## config.mk

```make
export PLATFORM = sky130hd
export DESIGN_NAME = decimal_fixed_to_binary32
export DESIGN_NICKNAME = d
export VERILOG_FILES = /design/src/dfb_pkg.sv /design/src/dfb_frac_unit.sv /design/src/decimal_fixed_to_binary32.sv
export SDC_FILE = /design/constraint.sdc
export NUM_CORES = 1
export LEC_CHECK = 0
export ABC_AREA = 1
export BUFFER_PORTS_ARGS = -buffer_cell sky130_fd_sc_hd__buf_2
export CAP_MARGIN = 20
export CORE_MARGIN = 2
export CORE_UTILIZATION = 60
export CTS_CLUSTER_DIAMETER = 100
export DETAILED_ROUTE_END_ITERATION = 10
export PLACE_DENSITY = 0.82
export SLEW_MARGIN = 20
export SYNTH_ARGS = -nofsm -noshare
export SYNTH_HDL_FRONTEND = slang
export SYNTH_SLANG_ARGS = --single-unit
```

## constraint.sdc

```tcl
create_clock -name i_clk -period 11.4 [get_ports i_clk]
set_input_delay 1.71 -clock i_clk [delete_from_list [all_inputs] [get_ports i_clk]]
set_output_delay 1.71 -clock i_clk [all_outputs]
set_load 0.05 [all_outputs]
```

## src/dfb_pkg.sv

```systemverilog
// ----------------------------------------------------------------------------
// dfb_pkg: shared types and constants for the decimal to binary32 converter
// Request and result layouts, field widths and the power of ten table.
// ----------------------------------------------------------------------------
package dfb_pkg;

    localparam int INT_W       = 31;
    localparam int FRAC_W      = 30;
    localparam int DIG_W       = 4;
    localparam int EXP_W       = 8;
    localparam int MANT_W      = 23;
    localparam int MAX_DIGITS  = 9;
    localparam int EXP_BIAS    = 127;
    localparam int EXP_TOP     = EXP_BIAS + INT_W - 1;
    localparam int MAX_SHIFT   = 2 * INT_W - 2;
    localparam int SHIFT_W     = $clog2(MAX_SHIFT + 1);

    typedef struct packed {
        logic              negative;
        logic [INT_W-1:0]  int_part;
        logic [FRAC_W-1:0] frac_numer;
        logic [DIG_W-1:0]  frac_digits;
    } t_req;

    typedef struct packed {
        logic              sign_bit;
        logic [EXP_W-1:0]  exponent_field;
        logic [MANT_W-1:0] mantissa_field;
    } t_result;

    typedef struct packed {
        logic              frac_bit;
        logic [FRAC_W-1:0] rem;
    } t_frac_step;

    function automatic logic [FRAC_W-1:0] pow_ten(input logic [DIG_W-1:0] digits);
        logic [FRAC_W-1:0] p;
        begin
            case (digits)
                4'd0:    p = FRAC_W'(1);
                4'd1:    p = FRAC_W'(10);
                4'd2:    p = FRAC_W'(100);
                4'd3:    p = FRAC_W'(1000);
                4'd4:    p = FRAC_W'(10000);
                4'd5:    p = FRAC_W'(100000);
                4'd6:    p = FRAC_W'(1000000);
                4'd7:    p = FRAC_W'(10000000);
                4'd8:    p = FRAC_W'(100000000);
                default: p = FRAC_W'(1000000000);
            endcase
            return p;
        end
    endfunction

endpackage

```

## src/dfb_frac_unit.sv

```systemverilog
// ----------------------------------------------------------------------------
// dfb_frac_unit: fraction bit generator
// Doubles the decimal remainder and subtracts the power of ten when it fits,
// giving one binary fraction bit per use.
// ----------------------------------------------------------------------------
module dfb_frac_unit (
    input  logic [dfb_pkg::FRAC_W-1:0] i_rem,
    input  logic [dfb_pkg::FRAC_W-1:0] i_pow,
    output dfb_pkg::t_frac_step        o_step
);
    import dfb_pkg::*;

    logic [FRAC_W:0] doubled;
    logic [FRAC_W:0] diff;
    logic            fits;

    assign doubled = {i_rem, 1'b0};
    assign diff    = doubled - {1'b0, i_pow};
    assign fits    = doubled >= {1'b0, i_pow};

    assign o_step.frac_bit = fits;
    assign o_step.rem      = fits ? diff[FRAC_W-1:0] : doubled[FRAC_W-1:0];

endmodule

```

## src/decimal_fixed_to_binary32.sv

```systemverilog
// ----------------------------------------------------------------------------
// decimal_fixed_to_binary32: decimal fixed-point to IEEE single converter
// A request passes through s normalizing shifts before o_done, where s
// is 0 to 60, with one fraction step per shift.
// busy is high while normalizing; a new request is taken only when idle.
// An exact zero skips the shift loop and is finished straight from idle.
// Synchronous active-low reset returns the block to idle with no result.
// ----------------------------------------------------------------------------
module decimal_fixed_to_binary32 (
    input  logic             i_clk,
    input  logic             i_rst_n,
    input  logic             start,
    output logic             busy,
    input  dfb_pkg::t_req    i_req,
    output logic             o_done,
    output dfb_pkg::t_result o_result
);
    import dfb_pkg::*;

    localparam logic S_IDLE = 1'b0;
    localparam logic S_NORM = 1'b1;

    logic               r_state, n_state;
    logic               r_done, n_done;
    t_result            r_result, n_result;
    logic               r_neg, n_neg;
    logic [INT_W-1:0]   r_x, n_x;
    logic [FRAC_W-1:0]  r_rem, n_rem;
    logic [FRAC_W-1:0]  r_pow, n_pow;
    logic [SHIFT_W-1:0] r_shift, n_shift;

    logic [DIG_W-1:0]   digits_eff;
    logic [FRAC_W-1:0]  pow_in;
    logic [FRAC_W-1:0]  rem_in;
    logic               accept;
    t_frac_step         step;

    dfb_frac_unit u_frac (
        .i_rem  (r_rem),
        .i_pow  (r_pow),
        .o_step (step)
    );

    assign accept     = start && !busy;
    assign digits_eff = (i_req.frac_digits > DIG_W'(MAX_DIGITS)) ?
                        DIG_W'(MAX_DIGITS) : i_req.frac_digits;
    assign pow_in     = pow_ten(digits_eff);
    assign rem_in     = (i_req.frac_numer >= pow_in) ? pow_in - FRAC_W'(1)
                                                     : i_req.frac_numer;

    always_comb begin
        n_state  = r_state;
        n_done   = 1'b0;
        n_result = r_result;
        n_neg    = r_neg;
        n_x      = r_x;
        n_rem    = r_rem;
        n_pow    = r_pow;
        n_shift  = r_shift;
        case (r_state)
            S_IDLE: begin
                if (accept) begin
                    n_neg   = i_req.negative;
                    n_x     = i_req.int_part;
                    n_rem   = rem_in;
                    n_pow   = pow_in;
                    n_shift = '0;
                    if ((i_req.int_part == '0) && (rem_in == '0)) begin
                        n_done                  = 1'b1;
                        n_result.sign_bit       = i_req.negative;
                        n_result.exponent_field = '0;
                        n_result.mantissa_field = '0;
                    end else begin
                        n_state = S_NORM;
                    end
                end
            end
            S_NORM: begin
                if (r_x[INT_W-1]) begin
                    n_state                 = S_IDLE;
                    n_done                  = 1'b1;
                    n_result.sign_bit       = r_neg;
                    n_result.exponent_field = EXP_W'(EXP_TOP - int'(r_shift));
                    n_result.mantissa_field = r_x[INT_W-2 -: MANT_W];
                end else begin
                    n_x     = {r_x[INT_W-2:0], step.frac_bit};
                    n_rem   = step.rem;
                    n_shift = r_shift + SHIFT_W'(1);
                end
            end
            default: begin
                n_state = S_IDLE;
            end
        endcase
    end

    always_ff @(posedge i_clk) begin
        if (!i_rst_n) begin
            r_state <= S_IDLE;
            r_done  <= 1'b0;
        end else begin
            r_state <= n_state;
            r_done  <= n_done;
        end
        r_result <= n_result;
        r_neg    <= n_neg;
        r_x      <= n_x;
        r_rem    <= n_rem;
        r_pow    <= n_pow;
        r_shift  <= n_shift;
    end

    assign busy     = (r_state != S_IDLE);
    assign o_done   = r_done;
    assign o_result = r_result;

    a_shift_counts: assert property (@(posedge i_clk) disable iff (!i_rst_n)
        (r_state == S_NORM) && !r_x[INT_W-1] |=> r_shift == $past(r_shift) + SHIFT_W'(1))
        else $error("Shift count did not advance during normalization.");

    a_shift_bound: assert property (@(posedge i_clk) disable iff (!i_rst_n)
        (r_state == S_NORM) |-> r_shift <= SHIFT_W'(MAX_SHIFT))
        else $error("Normalization ran past the longest possible search.");

    a_zero_clean: assert property (@(posedge i_clk) disable iff (!i_rst_n)
        o_done && (o_result.exponent_field == '0) |-> o_result.mantissa_field == '0)
        else $error("Zero exponent issued with a nonzero mantissa.");

    a_done_idle: assert property (@(posedge i_clk) disable iff (!i_rst_n)
        o_done |-> !busy)
        else $error("Result issued while a request is still in progress.");

endmodule
```

==> impl_metrics.toml <==
[synthesis]
synth_cell_types = 51
synth-async-reset-ratio = 0
synth_edf_count = 123
syn_inst = 1094
ys_ff_latch = 125
synth_flop_cell = "edfxtp_1"
netlist_area_mm2 = 0.00889
yosysWarnings = 0
syn_area_per_cell_um2 = 8.12
ys_seq_area_frac = 0.420
synth_nets = 1233

[global_route]
antenna_found_initial = 0
grt_usage = 0.293
grt-ovfl-total = 0
grt_pass1_wl_mm = 37.2
grt_pass1_vias = 7363
grt_max_degree = 79

[cts]
clockBufferDepth = 2
cts_root_buf = "clkbuf_16"
cts_hold_buf = 0
postCtsSetupBuffers = 0
cts_buffers = 17
htree_levels = 4
tritoncts = "built"
cts.sinks = 125
clk_latency_ns = 0.42
clk_pin_slew_worst_paths_ns = 0.06
ctsResizeCount = 0

[outcome]
status = "completed"

[timing]
finalMaxSlewViolations = 0
rsz0062_at_grt = "false"
finalSetupViolCount = 0
finClkSkew_ns = 0.00712
tns_ns = 0
hold_viol = 0
max_freq_mhz = 153
finalCriticalPeriod_ns = 6.52
fin_crit_sh = 0.572
tightest_slew_ns = 0.960
maxSlewHeadroom = 0.358

[drt]
dr.first_iter.drc_count = 814
dr_wl_met2_mm = 10.2
wl_per_cell_um = 16.5
num_vias = 7956
top_layer_used = "met4"
vias_per_cell = 5.75
firstDrtPassIters = 6
wl_met1_mm = 9.99
ant_nets = 0
wl_met3_mm = 2.17
drc_errors = 0
wirelength_mm = 22.8

[worst_setup_path]
crit_path_max_fanout = 32
cp.arrival_ns = 6.59
worstPathRequired_ns = 11.46
start_kind = "primary input"
cp-end-kind = "flip-flop"
path_class = "primary input to flip-flop"

[floorplan]
rows = 44
fp.coreArea_mm2 = 0.0145
dieHeight_um = 126
die_w_um = 126
initial_utilization = 0.614
fp.dieArea_mm2 = 0.0158
ios = 103

[finish]
ff_latch_area_mm2 = 0.00373
fin_nets = 1326
area_growth_pct = 13.8
finalInstanceArea_mm2 = 0.0101
n_antenna_cell = 0
layout-drive-gt1-share = 0.150
nFillCells = 1131
multi_input_area_mm2 = 0.00437

[job]
maxCapViolCount = 0

[placed_design]
gp_congestion = 1.00
hpwl_mm = 16.6
portBuffers = 102
place_area_mm2 = 0.00952

[pwr]
power_leakage_nw = 4.91
peakVddDrop_mv = 0.104
p_per_area_mw_per_mm2 = 159

[min_path]
hp-class = "flip-flop to flip-flop"
[registers in the layout (all words and copies together), names as in the netlist]
register and flops:
busy 1, o_done 1, r_rem 30, r_x 31, r_neg 1, o_result 32
r_pow 23, r_shift 6
[placed cells by master, fill, tap and decap left out, types with 31 or more instances in the layout]
cell type	instances
inv_1	157
nand3_1	31
nor2_1	79
buf_2	102
edfxtp_1	123
a21oi_1	87
o21ai_0	56
nand2_1	277
ha_1	69
nand4_1	34
[synthesized netlist by cell type (3+ instances only)]
cell type	instances	area share
nand3_1	31	0.017
xor2_1	14	0.014
a31oi_1	3	0.0021
a21oi_1	87	0.049
xnor2_1	15	0.015
nor2_1	81	0.034
inv_2	9	0.0038
buf_2	5	0.0028
o21bai_1	3	0.0025
inv_1	157	0.066
edfxtp_1	123	0.42
nand2_2	5	0.0035
nor3_1	7	0.0039
o211ai_1	9	0.0076
nor4_1	10	0.0070
nand4_1	34	0.024
nor2_2	5	0.0035
nand3_2	5	0.0056
ha_1	69	0.097
a21o_1	6	0.0051
clkbuf_1	24	0.010
o22ai_1	5	0.0035
o21ai_1	3	0.0017
a22o_1	13	0.013
o21ai_0	57	0.032
nand2_1	277	0.12
o21a_1	3	0.0025
[where the power goes]
| group | internal [mW] | total [mW] | leakage (nW) | switching [mW] |
|---|---|---|---|---|
| registers | 0.567 | 0.591 | 1.21 | 0.0244 |
| logic | 0.161 | 0.479 | 3.40 | 0.318 |
| clock network | 0.327 | 0.540 | 0.293 | 0.213 |
| total | 1.05 | 1.61 | 4.91 | 0.556 |
[per-layer routing]
layer,up-vias,GRT usage
met3,52,0.0637
li1,3881,-
met4,0,0.0869
met2,415,0.435
met1,3608,0.434
met5,-,0
[metrics by stage]
| stage | hold slack (ns) | total power [mW] | instances | utilization | worst slack, ns |
|---|---|---|---|---|---|
| 2_1_floorplan | 0.487 | 0.950 | 1094 | - | 4.37 |
| 3_3_place_gp | 0.493 | 1.05 | 1352 | 0.658 | 4.73 |
| 3_5_place_dp | 0.493 | 1.06 | 1352 | 0.658 | 4.55 |
| 4_1_cts | 0.508 | 1.60 | 1384 | 0.698 | 4.97 |
| 5_1_grt | 0.519 | 1.69 | 1384 | 0.698 | 4.42 |
| 6_report | 0.512 | 1.61 | 1384 | 0.698 | 4.88 |
[cells by family (layout without fill, tap and decap cells)]
| family | Yosys count | in the layout | synth area share |
|---|---|---|---|
| AOI/OAI and AO/OA | 198 | 198 | 0.128 |
| xor gates and xnor gates | 29 | 29 | 0.0286 |
| adders and majority gates | 70 | 70 | 0.0994 |
| buffers and inverters | 201 | 307 | 0.0902 |
| DFF | 125 | 125 | 0.420 |
| and+or+nand+nor | 471 | 471 | 0.233 |
[final cells by class]
class,count,share of cell area
multi-input cells,768,0.432
flip-flops and latches,125,0.369
inverters,167,0.0627
repair buffers,108,0.0549
clock buffers,18,0.0424
well taps,184,0.0228
clock inverters,14,0.0157
[worst max-delay path, cell delays in order]
cell     delay [ns]
buf_2          0.19
nor2_1         0.29
inv_1          0.10
ha_1           0.26
nor2_2         0.24
inv_1          0.21
nand2_1        0.18
inv_1          0.06
ha_1           0.28
a21oi_1        0.15
nand2_1        0.07
nand2_1        0.05
nand2_1        0.08
a21oi_4        0.57
nand3_2        0.66
o21ai_0        0.50
nand2_1        0.09
nor2_1         0.09
nand2_1        0.07
nor2_2         0.10
nand3_1        0.10
nand2_1        0.09
buf_4          0.39
[final timing paths]
kind | start | to | slack, ns | cells past startpoint
max | i_req[3] | o_result[2]$_SDFFCE_PN0P_ | 4.88 | 23
min | r_x[6]$_DFFE_PP_ | r_x[7]$_DFFE_PP_ | 0.51 | 2
max reg2reg | r_pow[28]$_DFFE_PP_ | r_rem[4]$_DFFE_PP_ | 7.11 | 14
min reg2reg | r_x[6]$_DFFE_PP_ | r_x[7]$_DFFE_PP_ | 0.51 | 2
Power figures use the tool's default switching activity.
